--- config.mk ---
export PLATFORM = sky130hd
export DESIGN_NAME = multiset_rank_encoder_core_flat
export DESIGN_NICKNAME = d
export VERILOG_FILES = /design/src/mre_pkg.sv /design/src/mre_if.sv /design/src/multiset_rank_encoder_core.sv /design/src/mre_front.sv /design/src/mre_queue.sv /design/src/mre_back.sv /design/src/flat_wrapper.sv
export SDC_FILE = /design/constraint.sdc
export NUM_CORES = 2
export LEC_CHECK = 0
export BUFFER_PORTS_ARGS = -buffer_cell sky130_fd_sc_hd__buf_2
export CAP_MARGIN = 20
export CORE_ASPECT_RATIO = 1.5
export CORE_MARGIN = 10
export CORE_UTILIZATION = 50
export CTS_BUF_LIST = sky130_fd_sc_hd__clkbuf_8
export CTS_CLUSTER_DIAMETER = 80
export CTS_CLUSTER_SIZE = 25
export DETAILED_ROUTE_END_ITERATION = 10
export GPL_ROUTABILITY_DRIVEN = 0
export PLACE_DENSITY = 0.68
export SLEW_MARGIN = 15
export SYNTH_ARGS = -nofsm -noshare
export SYNTH_HDL_FRONTEND = slang
export SYNTH_HIERARCHICAL = 1
export SYNTH_SLANG_ARGS = --single-unit
--- constraint.sdc ---
create_clock -name clk -period 13.3 [get_ports clk]
set_clock_uncertainty 0.2 [all_clocks]
set_input_delay 2.66 -clock clk [delete_from_list [all_inputs] [get_ports clk]]
set_output_delay 2.66 -clock clk [all_outputs]
set_load 0.01 [all_outputs]
--- src/mre_pkg.sv ---
// Package for the multiset rank encoder: sizes, defaults, job record.
// No dependencies.
`timescale 1ns / 1ps
`default_nettype none
package mre_pkg;
    localparam int MAX_COUNT_DEF  = 10;
    localparam int RANK_LIMBS_DEF = 5;
    localparam int LIMB_W         = 32;
    localparam int VALUE_W        = 16;
    localparam int LEN_W          = 4;
    localparam int IDX_W          = 3;
    localparam int CFG_IDX_W      = 2;
    localparam int CFG_DATA_W     = 16;
    localparam int N_W            = 17;

    localparam logic [VALUE_W-1:0]   EMPTY_MARK      = 16'hFFFF;
    localparam logic [LEN_W-1:0]     LIST_LENGTH_RST = 4'd10;
    localparam logic [VALUE_W-1:0]   EMPTY_CODE_RST  = 16'd60000;
    localparam logic [CFG_IDX_W-1:0] REG_LIST_LENGTH = 2'd0;
    localparam logic [CFG_IDX_W-1:0] REG_EMPTY_CODE  = 2'd1;

    typedef struct packed {
        logic [N_W-1:0]   n;
        logic [LEN_W-1:0] k;
        logic             acc_en;
        logic             last;
        logic             bad;
    } mre_job_t;
endpackage
`default_nettype wire

--- src/mre_if.sv ---
// Channel interfaces for the multiset rank encoder.
// Depends on mre_pkg.
`timescale 1ns / 1ps
`default_nettype none
interface mre_value_if;
    import mre_pkg::*;
    logic               valid;
    logic               ready;
    logic [VALUE_W-1:0] value;
    modport source (output valid, output value, input ready);
    modport sink (input valid, input value, output ready);
endinterface

interface mre_rank_if;
    import mre_pkg::*;
    logic              valid;
    logic              ready;
    logic [LIMB_W-1:0] rank_limb;
    logic [IDX_W-1:0]  limb_index;
    logic              list_valid;
    logic              last;
    modport source (output valid, output rank_limb, output limb_index, output list_valid,
                    output last, input ready);
    modport sink (input valid, input rank_limb, input limb_index, input list_valid,
                  input last, output ready);
endinterface

interface mre_cfg_if;
    import mre_pkg::*;
    logic                  valid;
    logic                  ready;
    logic [CFG_IDX_W-1:0]  index;
    logic [CFG_DATA_W-1:0] data;
    modport source (output valid, output index, output data, input ready);
    modport sink (input valid, input index, input data, output ready);
endinterface
`default_nettype wire

--- src/multiset_rank_encoder_core.sv ---
// Multiset rank encoder. Per element at position i (value non-zero, no error):
// (i+1) multiply-and-divide passes over the limbs (one limb multiply a cycle, 8 divide
// bits a cycle), then an add pass over the limbs and a return to idle.
// Zero or erroneous elements skip the passes. Last element: then RANK_LIMBS output beats.
// Two-entry queue buffers items. Reset clears all but queue data; registers to defaults.
`timescale 1ns / 1ps
`default_nettype none
module multiset_rank_encoder_core
    import mre_pkg::*;
#(
    parameter int MAX_COUNT  = MAX_COUNT_DEF,
    parameter int RANK_LIMBS = RANK_LIMBS_DEF
) (
    input  wire logic  clk,
    input  wire logic  rst_n,
    mre_cfg_if.sink    cfg,
    mre_value_if.sink  items,
    mre_rank_if.source ranks
);
    mre_job_t f_job;
    logic     f_valid;
    logic     f_ready;
    mre_job_t q_job;
    logic     q_valid;
    logic     q_ready;

    mre_front #(.MAX_COUNT(MAX_COUNT)) u_front (
        .clk       (clk),
        .rst_n     (rst_n),
        .items     (items),
        .cfg       (cfg),
        .job       (f_job),
        .job_valid (f_valid),
        .job_ready (f_ready)
    );

    mre_queue u_queue (
        .clk       (clk),
        .rst_n     (rst_n),
        .in_job    (f_job),
        .in_valid  (f_valid),
        .in_ready  (f_ready),
        .out_job   (q_job),
        .out_valid (q_valid),
        .out_ready (q_ready)
    );

    mre_back #(.RANK_LIMBS(RANK_LIMBS)) u_back (
        .clk       (clk),
        .rst_n     (rst_n),
        .job       (q_job),
        .job_valid (q_valid),
        .job_ready (q_ready),
        .ranks     (ranks)
    );
endmodule
`default_nettype wire

--- src/mre_front.sv ---
// Front end: config registers, per-list tracking, element checks, job build.
// Depends on mre_pkg and mre_if.
`timescale 1ns / 1ps
`default_nettype none
module mre_front
    import mre_pkg::*;
#(
    parameter int MAX_COUNT = MAX_COUNT_DEF
) (
    input  wire logic clk,
    input  wire logic rst_n,
    mre_value_if.sink items,
    mre_cfg_if.sink   cfg,
    output mre_job_t  job,
    output logic      job_valid,
    input  wire logic job_ready
);
    localparam logic [LEN_W:0] MAX_LEN = (LEN_W+1)'(MAX_COUNT);

    logic [LEN_W-1:0]   list_length_reg;
    logic [VALUE_W-1:0] empty_code_reg;
    logic [LEN_W-1:0]   position_reg;
    logic [VALUE_W-1:0] prev_reg;
    logic               err_reg;

    logic [LEN_W:0]     len_eff;
    logic [VALUE_W-1:0] v;
    logic               new_err;
    logic               is_last;
    logic               accept;

    assign cfg.ready   = 1'b1;
    assign items.ready = job_ready;
    assign job_valid   = items.valid;
    assign accept      = items.valid && job_ready;

    always_comb
    begin
        len_eff = {1'b0, list_length_reg};
        if (len_eff == '0)
            len_eff = (LEN_W+1)'(1);
        if (len_eff > MAX_LEN)
            len_eff = MAX_LEN;
        v       = (items.value == EMPTY_MARK) ? empty_code_reg : items.value;
        new_err = (v > empty_code_reg)
               || (v == empty_code_reg && items.value != EMPTY_MARK)
               || (v < prev_reg);
        is_last = ({1'b0, position_reg} + (LEN_W+1)'(1)) >= len_eff;
        job.n      = {1'b0, v} + N_W'(position_reg);
        job.k      = position_reg + LEN_W'(1);
        job.acc_en = !err_reg && !new_err && (v != '0);
        job.last   = is_last;
        job.bad    = err_reg || new_err;
    end

    always_ff @(posedge clk or negedge rst_n)
    begin
        if (!rst_n)
        begin
            list_length_reg <= LIST_LENGTH_RST;
            empty_code_reg  <= EMPTY_CODE_RST;
            position_reg    <= '0;
            prev_reg        <= '0;
            err_reg         <= 1'b0;
        end
        else
        begin
            if (cfg.valid)
            begin
                case (cfg.index)
                    REG_LIST_LENGTH: list_length_reg <= cfg.data[LEN_W-1:0];
                    REG_EMPTY_CODE:  empty_code_reg  <= cfg.data[VALUE_W-1:0];
                    default: ;
                endcase
            end
            if (accept)
            begin
                if (is_last)
                begin
                    position_reg <= '0;
                    prev_reg     <= '0;
                    err_reg      <= 1'b0;
                end
                else
                begin
                    position_reg <= position_reg + LEN_W'(1);
                    if (!err_reg && !new_err)
                        prev_reg <= v;
                    if (new_err)
                        err_reg <= 1'b1;
                end
            end
        end
    end
endmodule
`default_nettype wire

--- src/mre_queue.sv ---
// Two-entry job queue between front and back.
// Depends on mre_pkg.
`timescale 1ns / 1ps
`default_nettype none
module mre_queue
    import mre_pkg::*;
(
    input  wire logic     clk,
    input  wire logic     rst_n,
    input  wire mre_job_t in_job,
    input  wire logic     in_valid,
    output logic          in_ready,
    output mre_job_t      out_job,
    output logic          out_valid,
    input  wire logic     out_ready
);
    mre_job_t   mem [2];
    logic       wr_ptr_reg;
    logic       rd_ptr_reg;
    logic [1:0] count_reg;
    logic       push;
    logic       pop;

    assign in_ready  = (count_reg != 2'd2);
    assign out_valid = (count_reg != 2'd0);
    assign out_job   = mem[rd_ptr_reg];
    assign push      = in_valid && in_ready;
    assign pop       = out_valid && out_ready;

    always_ff @(posedge clk)
    begin
        if (push)
            mem[wr_ptr_reg] <= in_job;
    end

    always_ff @(posedge clk or negedge rst_n)
    begin
        if (!rst_n)
        begin
            wr_ptr_reg <= 1'b0;
            rd_ptr_reg <= 1'b0;
            count_reg  <= 2'd0;
        end
        else
        begin
            if (push)
                wr_ptr_reg <= !wr_ptr_reg;
            if (pop)
                rd_ptr_reg <= !rd_ptr_reg;
            count_reg <= count_reg + 2'(push) - 2'(pop);
        end
    end
endmodule
`default_nettype wire

--- src/mre_back.sv ---
// Back end: binomial by multiply and exact-divide passes, rank accumulate, limb output.
// Depends on mre_pkg and mre_if.
`timescale 1ns / 1ps
`default_nettype none
module mre_back
    import mre_pkg::*;
#(
    parameter int RANK_LIMBS = RANK_LIMBS_DEF
) (
    input  wire logic     clk,
    input  wire logic     rst_n,
    input  wire mre_job_t job,
    input  wire logic     job_valid,
    output logic          job_ready,
    mre_rank_if.source    ranks
);
    localparam int W      = LIMB_W * RANK_LIMBS;
    localparam int DIV_CY = W / 8;
    localparam int LC_W   = $clog2(RANK_LIMBS);
    localparam int DC_W   = $clog2(DIV_CY);

    typedef enum logic [2:0] {S_IDLE, S_MUL, S_DIV, S_ADD, S_EMIT} state_t;

    state_t              state_reg;
    logic [W-1:0]        b_reg;
    logic [W-1:0]        acc_reg;
    logic [N_W-1:0]      n_reg;
    logic [LEN_W-1:0]    k_reg;
    logic [LEN_W-1:0]    j_reg;
    logic                last_reg;
    logic                bad_reg;
    logic [LC_W-1:0]     limb_reg;
    logic [DC_W-1:0]     dcnt_reg;
    logic [N_W-1:0]      carry_reg;
    logic [LEN_W-1:0]    rem_reg;
    logic [IDX_W-1:0]    out_idx_reg;

    logic [N_W-1:0]      mul;
    logic [LIMB_W+N_W:0] prod;
    logic [W-1:0]        div_b;
    logic [LEN_W:0]      div_r;
    logic [LIMB_W:0]     add_sum;
    logic                limb_end;

    assign job_ready        = (state_reg == S_IDLE);
    assign ranks.valid      = (state_reg == S_EMIT);
    assign ranks.rank_limb  = bad_reg ? '0 : acc_reg[LIMB_W-1:0];
    assign ranks.limb_index = out_idx_reg;
    assign ranks.list_valid = !bad_reg;
    assign ranks.last       = (out_idx_reg == IDX_W'(RANK_LIMBS - 1));
    assign limb_end         = (limb_reg == LC_W'(RANK_LIMBS - 1));

    always_comb
    begin
        mul     = n_reg - N_W'(j_reg) + N_W'(1);
        prod    = (LIMB_W+N_W+1)'(b_reg[LIMB_W-1:0]) * (LIMB_W+N_W+1)'(mul)
                + (LIMB_W+N_W+1)'(carry_reg);
        add_sum = (LIMB_W+1)'(acc_reg[LIMB_W-1:0]) + (LIMB_W+1)'(b_reg[LIMB_W-1:0])
                + (LIMB_W+1)'(carry_reg[0]);
        div_b   = b_reg;
        div_r   = {1'b0, rem_reg};
        for (int s = 0; s < 8; s++)
        begin
            div_r = {div_r[LEN_W-1:0], div_b[W-1]};
            div_b = {div_b[W-2:0], 1'b0};
            if (div_r >= {1'b0, j_reg})
            begin
                div_r    = div_r - {1'b0, j_reg};
                div_b[0] = 1'b1;
            end
        end
    end

    always_ff @(posedge clk or negedge rst_n)
    begin
        if (!rst_n)
        begin
            state_reg   <= S_IDLE;
            acc_reg     <= '0;
            b_reg       <= '0;
            n_reg       <= '0;
            k_reg       <= '0;
            j_reg       <= '0;
            last_reg    <= 1'b0;
            bad_reg     <= 1'b0;
            limb_reg    <= '0;
            dcnt_reg    <= '0;
            carry_reg   <= '0;
            rem_reg     <= '0;
            out_idx_reg <= '0;
        end
        else
        begin
            case (state_reg)
                S_IDLE:
                begin
                    if (job_valid)
                    begin
                        n_reg     <= job.n;
                        k_reg     <= job.k;
                        j_reg     <= LEN_W'(1);
                        last_reg  <= job.last;
                        bad_reg   <= job.bad;
                        b_reg     <= W'(1);
                        limb_reg  <= '0;
                        carry_reg <= '0;
                        if (job.acc_en)
                            state_reg <= S_MUL;
                        else if (job.last)
                        begin
                            out_idx_reg <= '0;
                            state_reg   <= S_EMIT;
                        end
                    end
                end
                S_MUL:
                begin
                    b_reg     <= {prod[LIMB_W-1:0], b_reg[W-1:LIMB_W]};
                    carry_reg <= prod[LIMB_W+N_W-1:LIMB_W];
                    limb_reg  <= limb_reg + LC_W'(1);
                    if (limb_end)
                    begin
                        limb_reg  <= '0;
                        dcnt_reg  <= '0;
                        rem_reg   <= '0;
                        state_reg <= S_DIV;
                    end
                end
                S_DIV:
                begin
                    b_reg    <= div_b;
                    rem_reg  <= div_r[LEN_W-1:0];
                    dcnt_reg <= dcnt_reg + DC_W'(1);
                    if (dcnt_reg == DC_W'(DIV_CY - 1))
                    begin
                        carry_reg <= '0;
                        if (j_reg == k_reg)
                            state_reg <= S_ADD;
                        else
                        begin
                            j_reg     <= j_reg + LEN_W'(1);
                            state_reg <= S_MUL;
                        end
                    end
                end
                S_ADD:
                begin
                    acc_reg   <= {add_sum[LIMB_W-1:0], acc_reg[W-1:LIMB_W]};
                    b_reg     <= {LIMB_W'(0), b_reg[W-1:LIMB_W]};
                    carry_reg <= N_W'(add_sum[LIMB_W]);
                    limb_reg  <= limb_reg + LC_W'(1);
                    if (limb_end)
                    begin
                        limb_reg <= '0;
                        if (last_reg)
                        begin
                            out_idx_reg <= '0;
                            state_reg   <= S_EMIT;
                        end
                        else
                            state_reg <= S_IDLE;
                    end
                end
                S_EMIT:
                begin
                    if (ranks.ready)
                    begin
                        acc_reg     <= {LIMB_W'(0), acc_reg[W-1:LIMB_W]};
                        out_idx_reg <= out_idx_reg + IDX_W'(1);
                        if (ranks.last)
                            state_reg <= S_IDLE;
                    end
                end
                default: state_reg <= S_IDLE;
            endcase
        end
    end
endmodule
`default_nettype wire

--- src/flat_wrapper.sv ---
// flat-port wrapper written by rule: the top's interface ports become plain ports
module multiset_rank_encoder_core_flat import mre_pkg::*;
#(
    parameter int MAX_COUNT  = MAX_COUNT_DEF,
    parameter int RANK_LIMBS = RANK_LIMBS_DEF
)
  (clk, rst_n, cfg_valid, cfg_index, cfg_data, cfg_ready, items_valid, items_value, items_ready, ranks_valid, ranks_rank_limb, ranks_limb_index, ranks_list_valid, ranks_last, ranks_ready);
  mre_cfg_if cfg_i ();
  mre_value_if items_i ();
  mre_rank_if ranks_i ();
  input  wire logic clk;
  input  wire logic rst_n;
  input wire logic [$bits(cfg_i.valid)-1:0] cfg_valid;
  input wire logic [$bits(cfg_i.index)-1:0] cfg_index;
  input wire logic [$bits(cfg_i.data)-1:0] cfg_data;
  output wire logic [$bits(cfg_i.ready)-1:0] cfg_ready;
  input wire logic [$bits(items_i.valid)-1:0] items_valid;
  input wire logic [$bits(items_i.value)-1:0] items_value;
  output wire logic [$bits(items_i.ready)-1:0] items_ready;
  output wire logic [$bits(ranks_i.valid)-1:0] ranks_valid;
  output wire logic [$bits(ranks_i.rank_limb)-1:0] ranks_rank_limb;
  output wire logic [$bits(ranks_i.limb_index)-1:0] ranks_limb_index;
  output wire logic [$bits(ranks_i.list_valid)-1:0] ranks_list_valid;
  output wire logic [$bits(ranks_i.last)-1:0] ranks_last;
  input wire logic [$bits(ranks_i.ready)-1:0] ranks_ready;
  assign cfg_i.valid = cfg_valid;
  assign cfg_i.index = cfg_index;
  assign cfg_i.data = cfg_data;
  assign cfg_ready = cfg_i.ready;
  assign items_i.valid = items_valid;
  assign items_i.value = items_value;
  assign items_ready = items_i.ready;
  assign ranks_valid = ranks_i.valid;
  assign ranks_rank_limb = ranks_i.rank_limb;
  assign ranks_limb_index = ranks_i.limb_index;
  assign ranks_list_valid = ranks_i.list_valid;
  assign ranks_last = ranks_i.last;
  assign ranks_i.ready = ranks_ready;
  multiset_rank_encoder_core #(.MAX_COUNT(MAX_COUNT), .RANK_LIMBS(RANK_LIMBS)) u_core (.clk(clk), .rst_n(rst_n), .cfg(cfg_i), .items(items_i), .ranks(ranks_i));
endmodule
After elaboration in Yosys (flattened, before gate mapping)
Memory sizes are Yosys's and may differ from the RTL's.
Cells that the tools add are included.
- register bits: 427
- RAM bits: 48
- input bits: 39
- logic and storage cells: 184
- memories kept: 1
- memory list (memory ; words ; width ; rd ports ; clocked after Yosys merged registers in ; write ports ; line ; source):
    u_core.u_queue.mem ; 2 ; 24 ; 1 ; 0 ; 1 ; mre_queue.sv:17 ; mre_job_t mem [2];
- add/sub/neg operators: 22
- multipliers: 1
- $lt $le $gt $ge: 12
- eq/ne operators: 24
- mux-type cells: 63
- reduce and logical (&&, ||, !) cells: 40
- operator list (cell ; count):
    160-bit case mux with 4 select lines ; 1
    160-bit 2-to-1 mux ; 2
    160-bit case mux with 2 select lines ; 1
    17-bit case mux with 4 select lines ; 1
    4-bit 2-to-1 mux ; 15
    3-bit 2-to-1 mux ; 17
    49-bit by 17-bit adder with 49-bit output ; 1
    32-bit by 17-bit multiplier with 49-bit output ; 1
    16-bit 2-to-1 mux ; 3
    5-bit by 4-bit greater-or-equal comparator with 1-bit output ; 8
    17-bit 2-to-1 mux ; 2
    32-bit by 32-bit adder with 33-bit output ; 1
    33-bit by 1-bit adder with 33-bit output ; 1
    32-bit 2-to-1 mux ; 1
    4-bit subtractor ; 8
    2-bit inequality test (second input constant) ; 9
    2-bit AND reduction ; 9
    16-bit by 4-bit adder with 17-bit output ; 1
    17-bit by 1-bit adder with 17-bit output (second input constant) ; 1
    17-bit by 4-bit subtractor with 17-bit output ; 1
    16-bit equality test ; 1
    16-bit equality test (second input constant) ; 1
    16-bit greater-than comparator ; 1
    16-bit less-than comparator ; 1
    39 further kinds ; 74

Logic depth before layout (Yosys ltp)
- depth in word-level cells: 17
- mapped depth: 63
- mapped depth without buffers: 61

Hierarchy
The synthesis kept the hierarchy.
- by module, submodules not included (module ; times used ; cells each ; area an instance (um2) ; seq. area each (um2)):
    mre_back ; 1 ; 4242 ; 37977.7 ; 9559.2
    mre_front ; 1 ; 353 ; 3254.4 ; 1037.2
    mre_queue ; 1 ; 97 ; 1960.6 ; 1541.5

Least setup slack after synthesis
Ideal clock, no wire load.
- kind: register to register
- start point: register u_core.u_back.j_reg[1]
- end point: register u_core.u_back.rem_reg[0]
- library setup time: 0.121 ns
- data arrival time: 12.101 ns
- setup slack: 0.878 ns
- stages on the path, launching flop included: 61
- buffers on the path: 2
- period minus slack after synthesis: 12.422 ns
- cell sequence: dfrtp_1 -> inv_1 -> ha_1 -> nor4_1 -> o21ai_1 -> nand2_1 -> mux2_2 -> inv_1 -> ha_1 -> o21ai_0 -> a21oi_1 -> nor4bb_1 -> buf_4 -> mux2_2 -> inv_1 -> ha_1 -> a211oi_1 -> o21bai_1 -> (+25 left out) -> a2bb2oi_1 -> a221oi_1 -> inv_1 -> ha_1 -> nor2b_1 -> a311o_1 -> or3_1 -> buf_6 -> mux2_4 -> inv_1 -> ha_1 -> o21ai_0 -> nand2b_1 -> a21o_1 -> a21oi_1 -> o211ai_4 -> mux2i_1 -> a22o_1
- cells in the longest elaborated chain, start to end: 17
- elaborated cells between the ends (all ways): 24
- ends and longest elaborated chain (item ; line ; source):
    start: declaration ; mre_back.sv:29 ; logic [LEN_W-1:0] j_reg;
    start signal: assignment ; mre_back.sv:141 ; j_reg <= j_reg + LEN_W'(1);
    4-bit subtractor or 5-bit by 4-bit greater-or-equal comparator with 1-bit output (tied branches) ; mre_back.sv:68, mre_back.sv:66 ;
    4-bit 2-to-1 mux ; mre_back.sv:66 ; if (div_r >= {1'b0, j_reg})
    4-bit subtractor or 5-bit by 4-bit greater-or-equal comparator with 1-bit output (tied branches) ; mre_back.sv:68, mre_back.sv:66 ;
    4-bit 2-to-1 mux ; mre_back.sv:66 ;
    4-bit subtractor or 5-bit by 4-bit greater-or-equal comparator with 1-bit output (tied branches) ; mre_back.sv:68, mre_back.sv:66 ;
    4-bit 2-to-1 mux ; mre_back.sv:66 ;
    5-bit by 4-bit greater-or-equal comparator with 1-bit output or 4-bit subtractor (tied branches) ; mre_back.sv:66, mre_back.sv:68 ;
    4-bit 2-to-1 mux ; mre_back.sv:66 ;
    4-bit subtractor or 5-bit by 4-bit greater-or-equal comparator with 1-bit output (tied branches) ; mre_back.sv:68, mre_back.sv:66 ;
    4-bit 2-to-1 mux ; mre_back.sv:66 ;
    4-bit subtractor or 5-bit by 4-bit greater-or-equal comparator with 1-bit output (tied branches) ; mre_back.sv:68, mre_back.sv:66 ;
    4-bit 2-to-1 mux ; mre_back.sv:66 ;
    4-bit subtractor or 5-bit by 4-bit greater-or-equal comparator with 1-bit output (tied branches) ; mre_back.sv:68, mre_back.sv:66 ;
    4-bit 2-to-1 mux ; mre_back.sv:66 ;
    5-bit by 4-bit greater-or-equal comparator with 1-bit output * ; mre_back.sv:66 ;
    4-bit 2-to-1 mux * ; mre_back.sv:66 ;
    4-bit case mux with 2 select lines * ; mre_back.sv:94 ; case (state_reg)
    end signal: assignment ; mre_back.sv:132 ; rem_reg <= div_r[LEN_W-1:0];
    end: declaration ; mre_back.sv:35 ; logic [LEN_W-1:0] rem_reg;
Mark *: on every way between the ends. The rest lies on a longest branch, timed or not.
A chain may end at the register's enable or synchronous reset.

Final worst setup path
- start point: register u_core.u_back.j_reg[2]
- end point: register u_core.u_back.rem_reg[0]
- cells in the longest elaborated chain, start to end: 17
- elaborated cells between the ends (all ways): 24
- ends and longest elaborated chain (item ; line):
    4-bit subtractor or 5-bit by 4-bit greater-or-equal comparator with 1-bit output (tied branches) ; mre_back.sv:68, mre_back.sv:66
    4-bit 2-to-1 mux ; mre_back.sv:66
    4-bit subtractor or 5-bit by 4-bit greater-or-equal comparator with 1-bit output (tied branches) ; mre_back.sv:68, mre_back.sv:66
    4-bit 2-to-1 mux ; mre_back.sv:66
    5-bit by 4-bit greater-or-equal comparator with 1-bit output or 4-bit subtractor (tied branches) ; mre_back.sv:66, mre_back.sv:68
    4-bit 2-to-1 mux ; mre_back.sv:66
    4-bit subtractor or 5-bit by 4-bit greater-or-equal comparator with 1-bit output (tied branches) ; mre_back.sv:68, mre_back.sv:66
    4-bit 2-to-1 mux ; mre_back.sv:66
    4-bit subtractor or 5-bit by 4-bit greater-or-equal comparator with 1-bit output (tied branches) ; mre_back.sv:68, mre_back.sv:66
    4-bit 2-to-1 mux ; mre_back.sv:66
    4-bit subtractor or 5-bit by 4-bit greater-or-equal comparator with 1-bit output (tied branches) ; mre_back.sv:68, mre_back.sv:66
    4-bit 2-to-1 mux ; mre_back.sv:66
    5-bit by 4-bit greater-or-equal comparator with 1-bit output or 4-bit subtractor (tied branches) ; mre_back.sv:66, mre_back.sv:68
    4-bit 2-to-1 mux ; mre_back.sv:66
    5-bit by 4-bit greater-or-equal comparator with 1-bit output * ; mre_back.sv:66
    4-bit 2-to-1 mux * ; mre_back.sv:66
    4-bit case mux with 2 select lines * ; mre_back.sv:94
Marked as above.

==> flow_summary.json <==
{
  "outcome": "complete, no violations",
  "multi_input_area_um2": 27470,
  "postSynthCellCount": 4692,
  "final-hold-violation-count": 0,
  "register_area_um2": 12140,
  "core-area_um2": 86050,
  "drv_slew": 0,
  "yosysSeqAreaShare": 0.2810,
  "ys_ff_latch": 475,
  "worst_slew_pin_slew_ps": 1146,
  "clkLatencyLatePin_ps": 710,
  "cts-root-buf": "clkbuf_8",
  "slowest_delay_ps": 430,
  "critPathTopFamily": "compound AO/OA/AOI/OAI gates",
  "die_area_um2": 98780,
  "grt_max_degree": 139,
  "setup_violations": 0,
  "crit_top_cell": "ha_1",
  "row_count": 132,
  "synth_edf_count": 48,
  "synth_top_area_share": 0.2422,
  "cap_violations": 0,
  "hp-class": "flip-flop to flip-flop",
  "fin_crit_sh": 0.9480,
  "die-width_um": 260.0,
  "grt_usage": 0.2311,
  "yosysTopAreaCell": "dfrtp_1",
  "slew-limit-headroom": 0.2359,
  "critical_path.startpoint_type": "flip-flop",
  "layout_min_cycle_time_ps": 12610,
  "fin_area_um2": 45470,
  "grt-ovfl-total": 0,
  "hpwlAfterDp_um": 85380,
  "fin_nets": 5380,
  "mappedNetlistNets": 5476,
  "drc": 0,
  "fillers": 7885,
  "syn_area_per_cell_um2": 9.206,
  "start_util": 0.5020,
  "cp_max_fo": 7,
  "ys_async_sr_fraction": 0.8989,
  "antenna_found_initial": 5,
  "clk_pin_slew_worst_paths_ps": 140,
  "drive_above_1_share": 0.07981,
  "cpMaxStageDelayCell": "or3_4",
  "crit_path_end_kind": "flip-flop",
  "ctsHoldBuffers": 0,
  "design.portCount": 79,
  "crit_buf_inv": 6,
  "syn_area_um2": 43190,
  "first_iter_violations": 2407,
  "yosys-top-cells-area": "dfrtp_1, fa_1, ha_1",
  "h-tree-depth": 1,
  "critPathRequiredTime_ps": 13710,
  "max_freq_mhz": 79.31,
  "firstDrtPassIters": 10,
  "die_h_um": 380.0,
  "grt_first_pass_wirelength_um": 184100,
  "io_buffers": 77,
  "syn_to_final_growth_pct": 5.263,
  "placed_cell_area_um2": 44710,
  "synth_flop_cell": "dfrtp_1",
  "postRouteAntennaNets": 0,
  "critical_path_arrival_ps": 13020,
  "synth.distinct_cells": 91,
  "viasPerCell": 5.762,
  "post_drt_wl_per_cell_um": 19.63,
  "rsz0062_at_grt": "no",
  "wl_um": 112900,
  "crit_type": "flip-flop to flip-flop",
  "ys_warn_count": 6,
  "tritoncts": "yes",
  "vias": 33150,
  "clock_path_buffers": 3,
  "numCtsBuffers": 28,
  "grt_pass1_vias": 34330,
  "cts_sinks": 475
}
[worst register-to-register path: cells and delay by family, from the launching register on]
family | cells | cell delay [ps]
flops | 1 | 410
mux | 7 | 2130
simple gates | 11 | 1890
buf+inv | 6 | 560
compound gates | 30 | 5250
fa+ha+maj | 8 | 2060
[cell type report]
cell class,instances,share of cell area
clock buffer,30,0.009081
tap,1139,0.03134
antenna,3,0.0001651
clock inverter,15,0.004761
multi-input combinational,3196,0.6042
inverter,734,0.06060
timing repair buffer,161,0.02284
sequential,475,0.2670
[routing by layer]
layer | part of all wire | GRT usage
met5 | 0.00017 | 0
met4 | 0.059 | 0.1212
met3 | 0.046 | 0.02348
met2 | 0.52 | 0.4140
met1 | 0.37 | 0.2675
[worst paths after layout]
kind | startpoint | end | slack, ps | depth (start not counted)
hold / removal | u_core/u_back/acc_reg[130] | u_core/u_back/acc_reg[98] | 260 | 2
min in group asynchronous | rst_n | u_core/u_back/acc_reg[39] | 1770 | 1
setup / recovery | u_core/u_back/j_reg[2] | u_core/u_back/rem_reg[0] | 690 | 62
max in group asynchronous | rst_n | u_core/u_back/acc_reg[111] | 8800 | 3
hold reg to reg | u_core/u_back/acc_reg[130] | u_core/u_back/acc_reg[98] | 260 | 2
setup reg to reg | u_core/u_back/j_reg[2] | u_core/u_back/rem_reg[0] | 690 | 62
[repair_timing]
action                     4_1_cts  5_1_grt
gates resized for setup          3       14
buffers inserted                 0        4
pin swaps                        0        3
hold endpoints to repair         0        0
setup endpoints to repair        5        5
[through the flow]
step	cells	utilization	setup slack [ps]	TNS [ps]	hold WS (ps)
2_1_floorplan	4692	-	877.5	0	238.6
5_1_grt	5751	0.5283	21.12	0	285.6
6_report	5753	0.5284	691.6	0	261.9
3_3_place_gp	5701	0.5196	245.8	0	248.1
4_1_cts	5746	0.5271	46.07	0	253.5
3_5_place_dp	5701	0.5196	-143.8	-482.6	255.0
[kinds of logic after synthesis]
logic type / after synthesis / synth area share
and+or+nand+nor: 1565 / 0.1721
buffers and inverters: 1021 / 0.08977
adders and majority gates: 746 / 0.2991
AOI/OAI and AO/OA: 701 / 0.1167
DFF: 475 / 0.2810
xor gates and xnor gates: 110 / 0.02231
muxes: 73 / 0.01886
other: 1 / 0.00008682
[layout by cell type, fill, tap and decap left out, drive strengths merged, types with 119 or more instances in the layout]
cell and n:
inv 744, o21ai 178, dfrtp 418, nand2 863, ha 267, fa 478, nand3 133, a222oi 126
and2 182, a21oi 119, buf 161
[cells in the mapped netlist (5+ instances only)]
master       n
a211oi_1    44
a21o_1      70
a21oi_1    118
a221o_1      5
a222oi_1   126
a22o_1       5
a22oi_1     30
a31oi_1     11
a32o_1       7
and2_1     182
and3_1       6
buf_4        5
clkbuf_1   272
dfrtp_1    418
dfstp_2      9
edfxtp_1    48
fa_1       478
ha_1       267
inv_1      734
mux2_2      59
mux2i_1     12
nand2_1    863
nand2b_1    29
nand3_1    132
nand3b_1     5
nand4_1     50
nor2_1     108
nor2b_1     53
nor3_1      26
nor3b_1      9
nor4_1      11
nor4b_1     33
o211ai_1     5
o21a_1       9
o21ai_0    172
o21ai_1      5
o21bai_1    17
o2bb2ai_1    8
o2bb2ai_2    8
o31ai_1      7
or3_1        8
or4b_2      28
xnor2_1     74
xor2_1      36
Power is not shown: default switching activity piles up to over one toggle a cycle in this logic, so the estimate is an artifact.
